`src/design/mqtt_pr_pkg.sv`:
```
// shared types and constants for the mqtt packet responder
// no dependencies; imported by mqtt_packet_responder_core
package mqtt_pr_pkg;

    typedef logic [1:0] kind_t;

    localparam kind_t KIND_TX     = 2'd0;
    localparam kind_t KIND_DISC   = 2'd1;
    localparam kind_t KIND_BADLEN = 2'd2;

    typedef struct packed {
        kind_t      kind;
        logic [7:0] data;
    } result_t;

    localparam int unsigned MaxResults = 4;

    // control packet types from the fixed header
    localparam logic [3:0] TYPE_CONNECT    = 4'd1;
    localparam logic [3:0] TYPE_PUBLISH    = 4'd3;
    localparam logic [3:0] TYPE_PINGREQ    = 4'd12;
    localparam logic [3:0] TYPE_DISCONNECT = 4'd14;

    // response bytes
    localparam logic [7:0] BYTE_CONNACK  = 8'h20;
    localparam logic [7:0] BYTE_PUBACK   = 8'h40;
    localparam logic [7:0] BYTE_PINGRESP = 8'hD0;
    localparam logic [7:0] BYTE_LEN_TWO  = 8'h02;
    localparam logic [7:0] BYTE_ZERO     = 8'h00;

endpackage

```
`src/design/mqtt_packet_responder_core.sv`:
```
// mqtt packet responder: byte-serial parser with response generation
// path: results of an item are loaded into the run buffer at its accepting edge and
//   pass one at a time through the output register to m_; m_tready can hold them
// throughput: one item per cycle when it causes no result; an item with n results (1..4)
//   is accepted only once the single output register has drained the run buffer
// reset: aresetn synchronous active low, parser to awaiting header, no pending items
module mqtt_packet_responder_core (
    input  logic                 aclk,
    input  logic                 aresetn,
    // input channel
    input  logic                 s_tvalid,
    output logic                 s_tready,
    input  logic [7:0]           s_tdata,   // [7:0] rx_byte
    input  logic                 s_tuser,   // [0] cmd (1 = new connection)
    // result channel
    output logic                 m_tvalid,
    input  logic                 m_tready,
    output logic [7:0]           m_tdata,   // [7:0] tx_byte
    output mqtt_pr_pkg::kind_t   m_tuser,   // [1:0] kind
    output logic                 m_tlast    // last_of_run
);
    import mqtt_pr_pkg::*;

    // parser phase codes
    localparam logic [1:0] PH_HEADER = 2'd0;
    localparam logic [1:0] PH_LENGTH = 2'd1;
    localparam logic [1:0] PH_BODY   = 2'd2;
    localparam logic [1:0] PH_CLOSED = 2'd3;

    // parser state
    logic [1:0]  phase_reg,      phase_next;
    logic [7:0]  header_reg,     header_next;
    logic [27:0] length_reg,     length_next;
    logic [2:0]  len_seen_reg,   len_seen_next;
    logic [27:0] body_cnt_reg,   body_cnt_next;
    logic [15:0] topic_len_reg,  topic_len_next;
    logic [15:0] pkt_ident_reg,  pkt_ident_next;

    // run buffer: results of the last accepted item, drained one per cycle while the output register is free
    result_t     rb_reg [MaxResults];
    logic [2:0]  rb_cnt_reg;
    logic [1:0]  rb_idx_reg;

    // output register
    logic        out_valid_reg;
    result_t     out_res_reg;
    logic        out_last_reg;

    // results computed for the item at the input
    result_t     res [MaxResults];
    logic [2:0]  res_cnt;

    logic        in_fire;
    logic        pop;

    // packet completion operands
    logic        done_fire;
    logic [27:0] done_len;
    logic [15:0] done_topic;
    logic [15:0] done_ident;
    logic [1:0]  qos;
    logic [17:0] pub_need;
    logic        pub_ok;

    // length decode
    logic [4:0]  len_shift;
    logic [27:0] len_sum;

    // body capture
    logic [16:0] id_pos;
    logic [17:0] id_pos_lo;

    // output register frees up when empty or being taken
    assign pop      = (rb_cnt_reg != 3'd0) && (!out_valid_reg || m_tready);
    // accept when the buffer is empty or while its last result leaves this cycle
    assign s_tready = (rb_cnt_reg == 3'd0) || ((rb_cnt_reg == 3'd1) && pop);
    assign in_fire  = s_tvalid && s_tready;

    assign qos = header_reg[2:1];

    // 7 bits per length byte, least significant group first
    always_comb begin
        case (len_seen_reg[1:0])
            2'd0:    len_shift = 5'd0;
            2'd1:    len_shift = 5'd7;
            2'd2:    len_shift = 5'd14;
            default: len_shift = 5'd21;
        endcase
    end

    assign len_sum   = length_reg + (28'(s_tdata[6:0]) << len_shift);
    assign id_pos    = 17'd2 + 17'(topic_len_reg);
    assign id_pos_lo = 18'(id_pos) + 18'd1;

    // publish needs the topic length field, the topic and, with qos, the packet id
    assign pub_need = 18'd2 + 18'(done_topic) + ((qos != 2'd0) ? 18'd2 : 18'd0);
    assign pub_ok   = (done_len >= 28'd2) && (done_len >= 28'(pub_need)) && (qos == 2'd1);

    always_comb begin
        phase_next     = phase_reg;
        header_next    = header_reg;
        length_next    = length_reg;
        len_seen_next  = len_seen_reg;
        body_cnt_next  = body_cnt_reg;
        topic_len_next = topic_len_reg;
        pkt_ident_next = pkt_ident_reg;
        done_fire      = 1'b0;
        done_len       = length_reg;
        done_topic     = topic_len_reg;
        done_ident     = pkt_ident_reg;
        res_cnt        = 3'd0;
        for (int i = 0; i < MaxResults; i++) begin
            res[i] = '{kind: KIND_TX, data: BYTE_ZERO};
        end

        if (s_tuser) begin
            // new connection: everything back to reset values
            phase_next     = PH_HEADER;
            header_next    = 8'd0;
            length_next    = 28'd0;
            len_seen_next  = 3'd0;
            body_cnt_next  = 28'd0;
            topic_len_next = 16'd0;
            pkt_ident_next = 16'd0;
        end else begin
            case (phase_reg)
                PH_HEADER: begin
                    header_next    = s_tdata;
                    length_next    = 28'd0;
                    len_seen_next  = 3'd0;
                    body_cnt_next  = 28'd0;
                    topic_len_next = 16'd0;
                    pkt_ident_next = 16'd0;
                    phase_next     = PH_LENGTH;
                end
                PH_LENGTH: begin
                    length_next   = len_sum;
                    len_seen_next = len_seen_reg + 3'd1;
                    if (!s_tdata[7]) begin
                        if (len_sum == 28'd0) begin
                            // empty body completes the packet at once
                            done_fire = 1'b1;
                            done_len  = len_sum;
                        end else begin
                            body_cnt_next = 28'd0;
                            phase_next    = PH_BODY;
                        end
                    end else if (len_seen_reg == 3'd3) begin
                        // continuation on the fourth length byte
                        phase_next = PH_CLOSED;
                        res[0]     = '{kind: KIND_BADLEN, data: BYTE_ZERO};
                        res_cnt    = 3'd1;
                    end
                end
                PH_BODY: begin
                    if (header_reg[7:4] == TYPE_PUBLISH) begin
                        if (body_cnt_reg == 28'd0) begin
                            topic_len_next = {s_tdata, topic_len_reg[7:0]};
                        end else if (body_cnt_reg == 28'd1) begin
                            topic_len_next = {topic_len_reg[15:8], s_tdata};
                        end else if (body_cnt_reg == 28'(id_pos)) begin
                            pkt_ident_next = {s_tdata, pkt_ident_reg[7:0]};
                        end else if (body_cnt_reg == 28'(id_pos_lo)) begin
                            pkt_ident_next = {pkt_ident_reg[15:8], s_tdata};
                        end
                    end
                    body_cnt_next = body_cnt_reg + 28'd1;
                    if (body_cnt_next == length_reg) begin
                        done_fire  = 1'b1;
                        done_len   = length_reg;
                        done_topic = topic_len_next;
                        done_ident = pkt_ident_next;
                    end
                end
                default: begin
                    // closed: bytes ignored until a new connection
                end
            endcase

            if (done_fire) begin
                phase_next = PH_HEADER;
                case (header_reg[7:4])
                    TYPE_CONNECT: begin
                        res[0]  = '{kind: KIND_TX, data: BYTE_CONNACK};
                        res[1]  = '{kind: KIND_TX, data: BYTE_LEN_TWO};
                        res[2]  = '{kind: KIND_TX, data: BYTE_ZERO};
                        res[3]  = '{kind: KIND_TX, data: BYTE_ZERO};
                        res_cnt = 3'd4;
                    end
                    TYPE_PUBLISH: begin
                        if (pub_ok) begin
                            res[0]  = '{kind: KIND_TX, data: BYTE_PUBACK};
                            res[1]  = '{kind: KIND_TX, data: BYTE_LEN_TWO};
                            res[2]  = '{kind: KIND_TX, data: done_ident[15:8]};
                            res[3]  = '{kind: KIND_TX, data: done_ident[7:0]};
                            res_cnt = 3'd4;
                        end
                    end
                    TYPE_PINGREQ: begin
                        res[0]  = '{kind: KIND_TX, data: BYTE_PINGRESP};
                        res[1]  = '{kind: KIND_TX, data: BYTE_ZERO};
                        res_cnt = 3'd2;
                    end
                    TYPE_DISCONNECT: begin
                        phase_next = PH_CLOSED;
                        res[0]     = '{kind: KIND_DISC, data: BYTE_ZERO};
                        res_cnt    = 3'd1;
                    end
                    default: begin
                        // other packet types consumed without answer
                    end
                endcase
            end
        end
    end

    // parser state and run buffer control
    always_ff @(posedge aclk) begin
        if (!aresetn) begin
            phase_reg     <= PH_HEADER;
            header_reg    <= 8'd0;
            length_reg    <= 28'd0;
            len_seen_reg  <= 3'd0;
            body_cnt_reg  <= 28'd0;
            topic_len_reg <= 16'd0;
            pkt_ident_reg <= 16'd0;
            rb_cnt_reg    <= 3'd0;
            rb_idx_reg    <= 2'd0;
            out_valid_reg <= 1'b0;
        end else begin
            if (in_fire) begin
                phase_reg     <= phase_next;
                header_reg    <= header_next;
                length_reg    <= length_next;
                len_seen_reg  <= len_seen_next;
                body_cnt_reg  <= body_cnt_next;
                topic_len_reg <= topic_len_next;
                pkt_ident_reg <= pkt_ident_next;
            end
            // a push only happens when the buffer is empty or emptying
            if (in_fire) begin
                rb_cnt_reg <= res_cnt;
                rb_idx_reg <= 2'd0;
            end else if (pop) begin
                rb_cnt_reg <= rb_cnt_reg - 3'd1;
                rb_idx_reg <= rb_idx_reg + 2'd1;
            end
            if (pop) begin
                out_valid_reg <= 1'b1;
            end else if (m_tready) begin
                out_valid_reg <= 1'b0;
            end
        end
    end

    // payload registers
    always_ff @(posedge aclk) begin
        if (in_fire) begin
            for (int i = 0; i < MaxResults; i++) begin
                rb_reg[i] <= res[i];
            end
        end
        if (pop) begin
            out_res_reg  <= rb_reg[rb_idx_reg];
            out_last_reg <= (rb_cnt_reg == 3'd1);
        end
    end

    assign m_tvalid = out_valid_reg;
    assign m_tdata  = out_res_reg.data;
    assign m_tuser  = out_res_reg.kind;
    assign m_tlast  = out_last_reg;

`ifndef ASSERT_OFF
    // run buffer never holds more than one run
    a_rb_bound: assert property (@(posedge aclk) disable iff (!aresetn)
        rb_cnt_reg <= 3'(MaxResults))
        else $error("run buffer count out of range");

    // a closing result is always alone in its run and carries no byte
    a_close_single: assert property (@(posedge aclk) disable iff (!aresetn)
        (m_tvalid && (m_tuser != KIND_TX)) |-> (m_tlast && (m_tdata == BYTE_ZERO)))
        else $error("closing result not a single zero item");

    // bytes on a closed connection cause no result and keep it closed
    a_closed_quiet: assert property (@(posedge aclk) disable iff (!aresetn)
        (in_fire && !s_tuser && (phase_reg == PH_CLOSED))
        |=> ((rb_cnt_reg == 3'd0) && (phase_reg == PH_CLOSED)))
        else $error("closed connection produced a result");

    // new connection returns the parser to the header phase with nothing pending
    a_new_conn: assert property (@(posedge aclk) disable iff (!aresetn)
        (in_fire && s_tuser) |=> ((phase_reg == PH_HEADER) && (rb_cnt_reg == 3'd0)))
        else $error("new connection did not reset the parser");

    // length decode never gets past four bytes without closing
    a_len_seen: assert property (@(posedge aclk) disable iff (!aresetn)
        (phase_reg == PH_LENGTH) |-> (len_seen_reg <= 3'd3))
        else $error("length byte count overrun");
`endif

endmodule
```
`config.mk`:
```
export PLATFORM = sky130hd
export DESIGN_NAME = mqtt_packet_responder_core
export DESIGN_NICKNAME = d
export VERILOG_FILES = /design/src/design/mqtt_pr_pkg.sv /design/src/design/mqtt_packet_responder_core.sv
export SDC_FILE = /design/constraint.sdc
export NUM_CORES = 1
export LEC_CHECK = 0
export ABC_AREA = 0
export BUFFER_PORTS_ARGS = -buffer_cell sky130_fd_sc_hd__buf_2
export CORE_UTILIZATION = 50
export CTS_CLUSTER_SIZE = 30
export DETAILED_ROUTE_END_ITERATION = 10
export GPL_TIMING_DRIVEN = 0
export PLACE_DENSITY = 0.71
export SLEW_MARGIN = 20
export SYNTH_ARGS = -nofsm -noshare
export SYNTH_HDL_FRONTEND = slang
export SYNTH_SLANG_ARGS = --single-unit
export TNS_END_PERCENT = 30
```
`constraint.sdc`:
```
create_clock -name aclk -period 9.2 [get_ports aclk]
set_input_delay 1.38 -clock aclk [delete_from_list [all_inputs] [get_ports aclk]]
set_output_delay 1.38 -clock aclk [all_outputs]
set_load 0.03 [all_outputs]
```
After elaboration in Yosys (flattened, before gate mapping) --
Memory sizes are Yosys's and may differ from the RTL's. A register that Yosys moved wholly into a read port is not among the register bits. Cells that the tools add are included. Widths: inputs -> output; s select.
Word-level totals: latch bits 0, word-level logic and storage cells 139, output and inout bits 13, bits of input ports 13, RAM bits 40, memory bits (read-only) 0, memories kept 1, register bits 108
Memory list:
- rb_reg | depth 4, bits a word 10, read ports 1, clocked after memory_dff 1, wr ports 4, line mqtt_packet_responder_core.sv:40 | result_t rb_reg [MaxResults];
Cells by class: shift operators 1, $mul 0, add/subtract/negate cells 9, equality and inequality tests 19, div/mod/pow operators 0, multiplexer cells 67, order comparisons 2, reduce and logical (&&, ||, !) cells 28, bitwise operators 1
Operator list (count):
- $mux 28 | 8
- $mux 16 | 13
- $mux 40 | 3
- $pmux 28 s3 | 1
- $pmux 16 s2 | 2
- $logic_not 28->1 | 2
- $pmux 28 s2 | 1
- $pmux 10 s4 | 1
- $add 2x16->17 const A | 2
- $mux 8 | 4
- $mux 10 | 3
- $add 28x1->28 const B | 1
- $add 28x28->28 | 1
- $eq 28x1->1 const B | 1
- $eq 28x17->1 | 1
- $eq 28x18->1 | 1
- $eq 28x28->1 | 1
- $ge 28x18->1 | 1
- $ge 28x2->1 const B | 1
- $shl 7x5->28 | 1
- $mux 20 | 1
- $pmux 10 s2 | 1
- $add 17x1->18 const B | 1
- $add 17x2->18 | 1
- 32 further kinds | 74

Logic depth before layout (Yosys ltp) --
Gate-level depths: netlist of the first run.
depth in word-level cells 17, mapped depth 38, mapped depth without buffers 34

Worst setup path after synthesis of the first run --
No wires, ideal clock.
path kind input port to flip-flop, start input s_tdata[1], end memory rb_reg[1][1] (netlist bit) (data pin), arrival 6.997 ns, path buffers 3, cell stages on the path 29, path slack 1.944 ns, path through clkbuf_1 > mux2i_1 > nor2_1 > nand2_1 > or3_1 > fa_1 > nor2b_1 > o2111ai_1 > a2111oi_0 > o31ai_1 > a21boi_0 > nor2_1 > or4bb_1 > nor4b_1 > and4b_1 > nor2_1 > ha_1 > a21o_1 > a21o_1 > a21o_1 > a21o_1 > a211o_1 > a31oi_1 > nor3b_1 > nand2_1 > or4_1 > buf_2 > buf_2 > nand2_1
RTL lines:
- start: declaration | line mqtt_packet_responder_core.sv:13 | input logic [7:0] s_tdata,
- end: declaration | line mqtt_packet_responder_core.sv:40

==> out/summary.md, run 1 <==
The run finished with clean final reports. The clock tree synthesis step divided the H-tree into 4 levels. The routability congestion estimate from global placement came out at 0.959. The global-route wire length before repair was 62.2 mm. The run gives 450 ps as the clock insertion delay at the later pin of the skew report. The deepest clock path buffer count was 2; the DRC violation count after routing was 0. TritonCTS built the clock tree.

The highest achievable clock rate came out at 114 MHz. The global-route usage over all layers was 32.8%; the detail-routed net length per standard cell was 20.9 um. For the distinct cell type count of the synthesized netlist, the log shows 88. After synthesis, the largest family of logic cells by area is simple AND/OR/NAND/NOR gates. Clock tree synthesis found a total of 138 sinks. Summed over all layers, the routed wires come to 40.5 mm. The tools report the number of global-route vias before repair as 11200.

Counting flops and latches in the post-synthesis netlist gives 138. The arrival time of the worst setup path is 9070 ps. In the layout the commonest cells are 137 x sky130_fd_sc_hd__nand2_1, 114 x sky130_fd_sc_hd__nor2_1, 105 x sky130_fd_sc_hd__dfxtp_1. STA classifies the critical path startpoint as a flip-flop. The count of buffers added on input and output ports is 22. For the number of pins with negative max-slew slack in the final report, the log shows 0. For the worst flop-to-flop path, the logic depth is 32. Setup repair after global routing left no endpoint under its margin.

A synthesized cell averages 7.78 sq um. The tools report the worst slew slack as a fraction of its limit as 21.2%. The chip height was 158 um. The floorplan step defined a core boundary enclosing 23700 sq um. Data on the critical path is required at its endpoint by 9470 ps. For this run, the leading register cell type out of synthesis is sky130_fd_sc_hd__dfxtp_1. The tree is rooted in a sky130_fd_sc_hd__clkbuf_16.

The post-route minimum period came out at 8790 ps. The initial antenna violation count was 0. The worst hold path depth was 2. The synthesized netlist occupies a cell area of 12200 sq um. VDD sags by at most 98.3 uV.

STA classifies the critical path endpoint as a flip-flop. The number of warning messages in the yosys log came out at 0. The logs give 25.4% for the register area share after synthesis and 4.95 nW for the static leakage.

The tools report the worst hold slack as 461 ps. The tools report the cell row count as 56. After Yosys synthesis, and, or, nand and nor cells account for 29.2% of the synthesized area.

After detailed routing, the number of vias per cell comes to 6.38. The synthesized instance count was 1563; the count of flip-flops with a built-in enable after synthesis was 33. The first routing iteration left 1183 violations. The aggregate global routing overflow was 0; the starting utilization of the core area was 51.4%. The floorplan step defined a die boundary enclosing 25000 sq um. The antenna cell count came out at 0. The run gives 0 as the total count of hold-check failures in the final report. The largest incremental delay on the critical path was 930 ps; the maximum number of pins on one net before global-route repair was 32. Of the total synthesized cell area, the portion taken by XOR and XNOR cells is 8.18%. For this design the ratio of total power to cell area is 139 nW/um^2. The classification of the worst-slack hold path is reg -> reg. The logs give 12400 for the via count and 0 ps for the summed negative setup slack over all endpoints. The synthesized netlist devotes 21.4% of its cell area to compound gates.

The arithmetic-cell share of the synthesized area counting full adders, half adders and majority gates came out at 6.85%. The library cell used most frequently in the layout, excluding fill and tap cells, is sky130_fd_sc_hd__nand2_1. Slowest cell on the critical path: sky130_fd_sc_hd__nor4_2.

The number of nets at the end of the flow is 1686. The number of maximum-capacitance constraint violations is 0, and the clock input transition at the sequential cells of the worst setup and hold paths is 70 ps. Start-to-end type of the worst setup path: reg -> reg. Of the available clock period, the critical path in the final layout requires 95.6%.

The run gives 17 as the number of buffers created by CTS. The mux share of post-synthesis cell area was 3.67%; the number of detailed-route iterations in the first pass was 9. In this run the worst path has a maximum fanout of 10. In the final layout, the share of cells above drive strength 1 is 7.59%. Setup violations remaining at the end of the flow were counted as 0.

The actual slew at the worst max-slew pin is 1170 ps. The horizontal extent of the die was 158 um. The run gives 0 as the remaining number of nets flagged by the antenna check after routing. The signed area change from the synthesized netlist to the final layout is 9.67%, and the post-synth net total is 1642. 26 I/O pins were placed.

After synthesis, the share of flip-flops with an asynchronous set or reset is 0%. Once detailed placement completed, the half-perimeter wirelength came to 30.9 mm. The worst-case clock skew came out at 15.2 ps.

After clock tree synthesis, the flow added hold-fix buffers numbering 0.
==> stage by stage <==
stage,cell area [sq um],setup WS (ps),utilization (%),total power [W],cells
after floorplan,12200,1940,-,0.00103,1563
after global placement,12700,234,53.5,0.00115,1904
after detailed placement,12700,240,53.6,0.00116,1905
after CTS,13300,374,56.2,0.00186,1937
after global routing,13300,14.4,56.3,0.00193,1939
final,13300,405,56.3,0.00186,1939
==> cells in the mapped netlist (16+ instances only) <==
cell / n / area (sq um)
sky130_fd_sc_hd__a21o_1: 20 / 150
sky130_fd_sc_hd__mux2i_1: 39 / 390
sky130_fd_sc_hd__and2_1: 38 / 238
sky130_fd_sc_hd__or3_1: 24 / 150
sky130_fd_sc_hd__xnor2_1: 75 / 657
sky130_fd_sc_hd__inv_1: 52 / 195
sky130_fd_sc_hd__dfxtp_1: 105 / 2100
sky130_fd_sc_hd__nand2b_1: 17 / 106
sky130_fd_sc_hd__nor4_1: 28 / 175
sky130_fd_sc_hd__clkbuf_1: 73 / 274
sky130_fd_sc_hd__a22oi_1: 31 / 233
sky130_fd_sc_hd__o22ai_1: 16 / 100
sky130_fd_sc_hd__nand3_1: 60 / 300
sky130_fd_sc_hd__o31ai_1: 20 / 150
sky130_fd_sc_hd__o21ai_0: 79 / 395
sky130_fd_sc_hd__nand4_1: 36 / 225
sky130_fd_sc_hd__nor2_1: 114 / 428
sky130_fd_sc_hd__ha_1: 65 / 813
sky130_fd_sc_hd__nor2b_1: 65 / 407
sky130_fd_sc_hd__a32oi_1: 17 / 149
sky130_fd_sc_hd__xor2_1: 36 / 315
sky130_fd_sc_hd__a31oi_1: 23 / 144
sky130_fd_sc_hd__and3_1: 21 / 131
sky130_fd_sc_hd__nor3_1: 37 / 185
sky130_fd_sc_hd__nand2_1: 137 / 514
sky130_fd_sc_hd__o211ai_1: 24 / 180
sky130_fd_sc_hd__edfxtp_1: 33 / 991
sky130_fd_sc_hd__a21oi_1: 77 / 385
==> path summary, 6_finish.rpt <==
check / start / to / slack (ps)
worst min-delay path: pkt_ident_reg[9] / pkt_ident_reg[9] / 460
worst max register to register: body_cnt_reg[0] / rb_reg[3][6] / 410
worst min register to register: pkt_ident_reg[9] / pkt_ident_reg[9] / 460
worst max-delay path: body_cnt_reg[0] / rb_reg[3][6] / 410
==> final cells by class <==
class / count / area (sq um)
inverters: 54 / 203
multi-input cells: 1270 / 8460
repair buffers: 26 / 144
fillers: 2258 / 10300
flip-flops and latches: 138 / 3090
clock inverters: 15 / 180
well taps: 319 / 399
plain buffers: 100 / 432
clock buffers: 17 / 425
==> worst max-delay path: cells and delay by family, from the launching register on <==
kind | cells | cell delay (ps)
XOR/XNOR | 2 | 360
adder cells (fa/ha/maj) | 3 | 720
AND/OR/NAND/NOR | 14 | 4300
AO/OA/AOI/OAI | 7 | 1310
multiplexers | 1 | 620
buffers and inverters | 5 | 920
flip-flops | 1 | 390
==> power by group <==
part / leakage [nW] / total, W / switching (W) / internal (W)
Sequential: 1.17 / 0.000718 / 0.0000220 / 0.000696
Clock: 0.285 / 0.000705 / 0.000338 / 0.000367
Combinational: 3.49 / 0.000438 / 0.000311 / 0.000127
==> repair_timing <==
item | 4_1_cts | 5_1_grt
setup endpoints to repair | 0 | 12
buffers inserted | 0 | 3
resized for setup | 0 | 3
==> cell families after synthesis <==
logic type / count (synthesis)
compound gates: 393
xor+xnor: 112
fa+ha+maj: 66
buf+inv: 155
flops: 138
mux: 43
simple gates: 656
==> metal layers <==
layer	GRT usage, %	up-vias	wire (um)
li1	-	5834	-
met1	43.9	5859	17500
met2	52.2	583	18400
met3	5.39	103	3130
met4	13.7	0	1420
met5	0	-	0
No activity file was read; power rests on OpenSTA's default activity.
==> inputs of run 2 (changes only) <==
- HOLD_SLACK_MARGIN: unset -> 0.12
- REMOVE_ABC_BUFFERS: unset -> 1
==> out/summary.md, run 2 (synthesized netlist as in run 1, its figures left out) <==
For the number of pins with negative max-slew slack in the final report, the log shows 0 (unchanged). The gate family responsible for the most delay along the worst path was simple AND/OR/NAND/NOR gates (unchanged). The slowest cell on the critical path is sky130_fd_sc_hd__or4_4 (was sky130_fd_sc_hd__nor4_2). The horizontal extent of the die is 158 um (unchanged), and the initial DRC count is 1171 (was 1183). The start-to-end type of the worst setup path is reg -> reg (unchanged).

The sum of met2 wire segment lengths after detailed routing was 16.9 mm (was 18.4 mm). Clock input transition at the sequential cells of the worst setup and hold paths: 70 ps (about the same). The tools report the CTS root buffer as sky130_fd_sc_hd__clkbuf_16 (unchanged). Total count of hold-check failures in the final report: 0 (unchanged). The sum of routed wire segments on met1 is 16.3 mm (was 17.5 mm), and the worst IR drop on VDD is 161 uV (was 98.3 uV).

The top routing layer in use was met4 (unchanged). The endpoint kind of the worst setup timing path was a flip-flop (unchanged). The post-route minimum period is 8770 ps (was 8790 ps). The global-route wire length before repair is 59.6 mm (was 62.2 mm). The clock sink count is 138 (unchanged), and the count of buffer and inverter cells on the critical path is 2 (was 5).

The share of cells above drive strength 1 was 7.72% (was 7.59%); the routability congestion estimate from global placement was 0.984 (was 0.959). Most used cells in the layout excluding fill and tap cells: 137 x sky130_fd_sc_hd__nand2_1, 114 x sky130_fd_sc_hd__nor2_1, 105 x sky130_fd_sc_hd__dfxtp_1 (unchanged). The I/O pin count was 26 (unchanged); the hold buffer count at CTS was 0 (unchanged). The maximum level of the CTS H-tree is 4 (unchanged), and the signed area change from the synthesized netlist to the final layout is 7.52% (was 9.67%). The run gives 23700 sq um (unchanged) as the standard cell core area. The tools report the kind of launch point of the worst setup path as a flip-flop (unchanged).

The logs give 0 (unchanged) for the initial antenna violation count and 0.000662 W (was 0.000671 W) for the net switching power figure. The detail-routed net length per standard cell was 20.7 um (was 20.9 um). The routed length on met3 came out at 3.39 mm (was 3.13 mm).

The share of the clock period used by the worst path after layout is 95.3% (was 95.6%). Number of nets at the end of the flow: 1595 (was 1686). TritonCTS built the clock tree. For the total wire length, the log shows 38.2 mm (was 40.5 mm).

The worst-case clock skew was 14.2 ps (was 15.2 ps); the static leakage was 4.83 nW (was 4.95 nW). The chip height came out at 158 um (unchanged). Classification of the worst-slack hold path: reg -> reg (unchanged). DRC violation count after routing: 0 (unchanged).

The fraction of power spent switching nets works out to 35.6% (was 36.1%). The flow ran to the end, and the final reports show no timing, DRC or antenna violations. The most common cell after layout, fill and taps aside is sky130_fd_sc_hd__nand2_1 (unchanged).

The worst slew slack as a fraction of its limit was 28.7% (was 21.2%); the actual slew at the worst max-slew pin was 1070 ps (was 1170 ps). The power per cell area is 142 nW/um^2 (was 139 nW/um^2), and the highest net fanout along the worst path is 19 (was 10). Setup repair after global routing left no endpoint under its margin. The part of the total power dissipated in the clock network is 37.6% (was 37.9%), and the deepest clock path buffer count is 2 (unchanged). Via count: 12000 (was 12400). Final setup violation count: 0 (unchanged). The logs give 9040 ps (was 9070 ps) for the arrival time of the worst setup path and 0.00120 W (was 0.00119 W) for the total internal power. The count of port buffers added during placement came out at 25 (was 22). For the number of buffers created by CTS, the log shows 17 (unchanged). The number of global-route vias before repair came out at 11000 (was 11200).

The global-route usage over all layers came out at 31.0% (was 32.8%). The share of total power in sequential cells is 39.0% (was 38.6%). The cell row count was 56 (unchanged); the maximum number of pins on one net before global-route repair was 70 (was 32). The area of the die came out at 25000 sq um (unchanged).

The logs give 0.00186 W (about the same) for the power after layout and 23.5% (about the same) for the part of the total power dissipated in combinational logic. The run gives 55.2% (was 56.3%) as the end-of-flow core utilization. The number of maximum-capacitance constraint violations was 0 (unchanged); the largest incremental delay on the critical path was 670 ps (was 930 ps). The detailed placer's ending HPWL was 27.7 mm (was 30.9 mm).

The antenna cell count was 0 (unchanged); the clock insertion delay at the later pin of the skew report was 440 ps (was 450 ps). The aggregate global routing overflow is 0 (unchanged). The highest achievable clock rate was 114 MHz (about the same). The tools report the data required time at the worst endpoint as 9470 ps (about the same).

The run gives 51.4% (unchanged) as the starting utilization of the core area. The run gives 6 (was 9) as the number of detailed-route iterations in the first pass. Remaining number of nets flagged by the antenna check after routing: 0 (unchanged).

The via density per instance came out at 6.51 (was 6.38).
==> run 2: cell count changes in the layout (fill, tap and decap cells not counted), sizes merged <==
cell / before / now
buf: 53 / 35
clkbuf: 90 / 17
clkinvlp: 3 / 2
inv: 60 / 62
clkinv: 6 / 5
==> run 2: worst min-delay path, cell delays in order, from the launching register on <==
cell	delay [ps]
sky130_fd_sc_hd__dfxtp_1	310
sky130_fd_sc_hd__nand2_1	50
sky130_fd_sc_hd__a21boi_0	60
==> run 2: cell type report <==
class	count	area, sq um
Clock inverter	15	174
Clock buffer	17	425
Inverter	54	203
Multi-Input combinational cell	1270	8530
Fill cell	2258	10600
Tap cell	319	399
Timing Repair Buffer	35	258
Sequential cell	138	3090
==> run 2: through the flow <==
stage	setup slack (ps)	TNS, ps	hold WS (ps)	area [sq um]	std cells
after floorplan	1810	0	440	11700	1462
after global placement	-28.9	-52.2	453	12300	1806
after detailed placement	-138	-910	454	12400	1813
after CTS	169	0	465	13000	1845
after global routing	102	0	492	13100	1848
final	431	0	466	13100	1848
==> run 2: path summary, 6_finish.rpt <==
kind                                         from           endpoint  slack (ps)  depth (start not counted)
worst min register to register  pkt_ident_reg[10]  pkt_ident_reg[10]         470                          2
worst max register to register    body_cnt_reg[4]       rb_reg[3][3]         430                         32
worst min-delay path            pkt_ident_reg[10]  pkt_ident_reg[10]         470                          2
worst max-delay path              body_cnt_reg[4]       rb_reg[3][3]         430                         32
==> run 2: layer usage <==
metal	up-vias	GRT usage (%)
li1	5661	-
met1	5667	41.3
met2	582	49.0
met3	118	5.80
met4	0	12.5
met5	-	0
==> run 2: power by group through the flow <==
stage	clock, W	combinational, W	sequential, W
floorplan	0	0.000230	0.000783
global placement	0	0.000390	0.000740
detailed placement	0	0.000429	0.000740
CTS	0.000702	0.000432	0.000726
global route	0.000730	0.000470	0.000734
finish	0.000699	0.000436	0.000725
==> run 2: what timing repair did <==
item	CTS	global route
hold endpoints to repair	0	0
gates resized for setup	3	3
pin swaps	0	2
setup endpoints to repair	19	19
setup buffers	0	3
==> inputs of run 3 (changes only) <==
- CELL_PAD_IN_SITES_DETAIL_PLACEMENT: unset -> 1
- CELL_PAD_IN_SITES_GLOBAL_PLACEMENT: unset -> 1
- CORE_UTILIZATION: 50 -> 49
- PLACE_DENSITY: 0.71 -> unset
- PLACE_DENSITY_LB_ADDON: unset -> 0.1
==> out/summary.md, run 3 (synthesized netlist as in run 1, its figures left out) <==
The tools report the cell row count as 57 (was 56). The tools report the number of global-route vias before repair as 12200 (was 11000). The horizontal extent of the die was 160 um (was 158 um). The detailed placer's ending HPWL came out at 32.0 mm (was 27.7 mm). For the static leakage, the log shows 4.86 nW (was 4.83 nW). The run gives 54.1% (was 55.2%) as the end-of-flow core utilization. The run gives 12200 (was 12000) as the via count.

The total count of hold-check failures in the final report was 0 (unchanged); the share of the clock period used by the worst path after layout was 95.6% (was 95.3%). The logs give 1820 (was 1813) for the total instance count after detailed placement and 4 (unchanged) for the maximum level of the CTS H-tree. Most used cells in the layout excluding fill and tap cells: 136 x sky130_fd_sc_hd__nand2_1, 114 x sky130_fd_sc_hd__nor2_1, 104 x sky130_fd_sc_hd__dfxtp_1 (was 137 x sky130_fd_sc_hd__nand2_1, 114 x sky130_fd_sc_hd__nor2_1, 105 x sky130_fd_sc_hd__dfxtp_1). The detail-routed net length per standard cell was 23.3 um (was 20.7 um). The highest achievable clock rate came out at 114 MHz (about the same). The worst hold slack is 482 ps (was 466 ps), and the worst slew slack as a fraction of its limit is 27.2% (was 28.7%). The CTS root buffer is sky130_fd_sc_hd__clkbuf_16 (unchanged). The number of detailed-route iterations in the first pass came out at 5 (was 6).

The clock sink count was 138 (unchanged); the total wire length was 43.2 mm (was 38.2 mm). The actual slew at the worst max-slew pin was 1090 ps (was 1070 ps). The I/O pin count is 26 (unchanged), and the chip height is 160 um (was 158 um).

The via density per instance is 6.56 (was 6.51). The number of maximum-capacitance constraint violations came out at 0 (unchanged). The tools report the endpoint kind of the worst setup timing path as a flip-flop (unchanged). The share of cells above drive strength 1 works out to 8.22% (was 7.72%). Global-route wire length before repair: 68.5 mm (was 59.6 mm).

Start-to-end type of the worst setup path: reg -> reg (unchanged). The worst IR drop on VDD is 109 uV (was 161 uV), and the largest incremental delay on the critical path is 870 ps (was 670 ps). The tools report the post-route worst setup slack as 405 ps (was 431 ps). The maximum number of pins on one net before global-route repair was 67 (was 70); the clock insertion delay at the later pin of the skew report was 440 ps (about the same). The slowest cell on the critical path was sky130_fd_sc_hd__nor4_2 (was sky130_fd_sc_hd__or4_4).

The logs give 2 (unchanged) for the deepest clock path buffer count and 25500 sq um (was 25000 sq um) for the area of the die. The power per cell area was 143 nW/um^2 (was 142 nW/um^2); the global-route usage over all layers was 34.0% (was 31.0%). The tools report the final cell count without fillers as 1857 (was 1848).

The routability congestion estimate from global placement is 0.936 (was 0.984). Aggregate global routing overflow: 0 (unchanged). Setup repair after global routing left no endpoint under its margin. The tools report the kind of launch point of the worst setup path as a flip-flop (unchanged). The classification of the worst-slack hold path is reg -> reg (unchanged). The flow ran to the end, and the final reports show no timing, DRC or antenna violations.

The tools report the final setup violation count as 0 (unchanged). Most common cell after layout, fill and taps aside: sky130_fd_sc_hd__nand2_1 (unchanged). The summed negative setup slack over all endpoints is 0 ps (unchanged).

The data required time at the worst endpoint was 9440 ps (was 9470 ps); the number of nets at the end of the flow was 1599 (was 1595). The initial antenna violation count is 0 (unchanged), and the worst setup slack before clock tree synthesis is -371 ps (was -138 ps). For the number of pins with negative max-slew slack in the final report, the log shows 0 (unchanged). The post-route minimum period is 8790 ps (was 8770 ps). TritonCTS built the clock tree.

The DRC violation count after routing was 0 (unchanged); the initial DRC count was 868 (was 1171). For the worst-case clock skew, the log shows 17.5 ps (was 14.2 ps). The clock input transition at the sequential cells of the worst setup and hold paths came out at 80 ps (was 70 ps).

The starting utilization of the core area came out at 50.0% (was 51.4%). The highest net fanout along the worst path works out to 19 (unchanged). The logs give 17 (unchanged) for the number of buffers created by CTS and 0 (unchanged) for the antenna cell count. The remaining number of nets flagged by the antenna check after routing was 0 (unchanged); the standard cell core area was 24300 sq um (was 23700 sq um). The signed area change from the synthesized netlist to the final layout came out at 8.18% (was 7.52%). The tools report the arrival time of the worst setup path as 9030 ps (was 9040 ps). The count of port buffers added during placement came out at 25 (unchanged).
-- run 3: cell count changes in the layout (fill, tap and decap cells not counted), sizes merged --
cell,previous run,this run
buf,35,39
clkinv,5,7
inv,62,60
-- run 3: critical path, delay by kind of cell, from the launching register on --
| kind | cells | cell delay [ps] |
|---|---|---|
| mux | 1 | 390 |
| xor+xnor | 1 | 200 |
| compound gates | 10 | 1300 |
| simple gates | 15 | 4730 |
| flops | 1 | 660 |
| fa+ha+maj | 4 | 1130 |
| buf+inv | 2 | 150 |
-- run 3: through the flow --
step / total power (W) / area (sq um)
final: 0.00188 / 13200
after global routing: 0.00195 / 13200
after CTS: 0.00189 / 13100
after detailed placement: 0.00119 / 12500
after global placement: 0.00114 / 12300
after floorplan: 0.00101 / 11700
-- run 3: layer usage --
| layer | vias up | routed length (um) | global-route usage [%] |
|---|---|---|---|
| met3 | 98 | 2720 | 4.79 |
| met5 | - | 0 | 0 |
| met1 | 5978 | 18700 | 44.7 |
| met2 | 433 | 20100 | 55.9 |
| met4 | 0 | 1670 | 13.7 |
| li1 | 5664 | - | - |
-- run 3: worst paths after layout --
| path | startpoint | end | slack (ps) | cells after the start |
|---|---|---|---|---|
| min reg2reg | pkt_ident_reg[6] | pkt_ident_reg[6] | 480 | 2 |
| max | body_cnt_reg[2] | rb_reg[3][1] | 410 | 33 |
| min | pkt_ident_reg[6] | pkt_ident_reg[6] | 480 | 2 |
| max reg2reg | body_cnt_reg[2] | rb_reg[3][1] | 410 | 33 |
-- run 3: repair_timing --
item,CTS,global route
hold buffers,0,0
pin swaps,0,2
cloned,0,0
gates resized for setup,2,7
setup endpoints to repair,19,19
buffers inserted,0,5
-- run 3: area by class of cell --
class                      count  area, sq um
multi-input combinational   1270         8540
tap                          324          405
fill                        2954        11200
clock buffer                  17          425
timing repair buffer          39          315
inverter                      54          203
sequential                   138         3090
clock inverter                15          179
-- run 3: power by group --
part / internal, W / leakage [nW] / switching [W]
sequential: 0.000696 / 1.17 / 0.0000308
combinational: 0.000140 / 3.40 / 0.000315
clock: 0.000367 / 0.287 / 0.000337
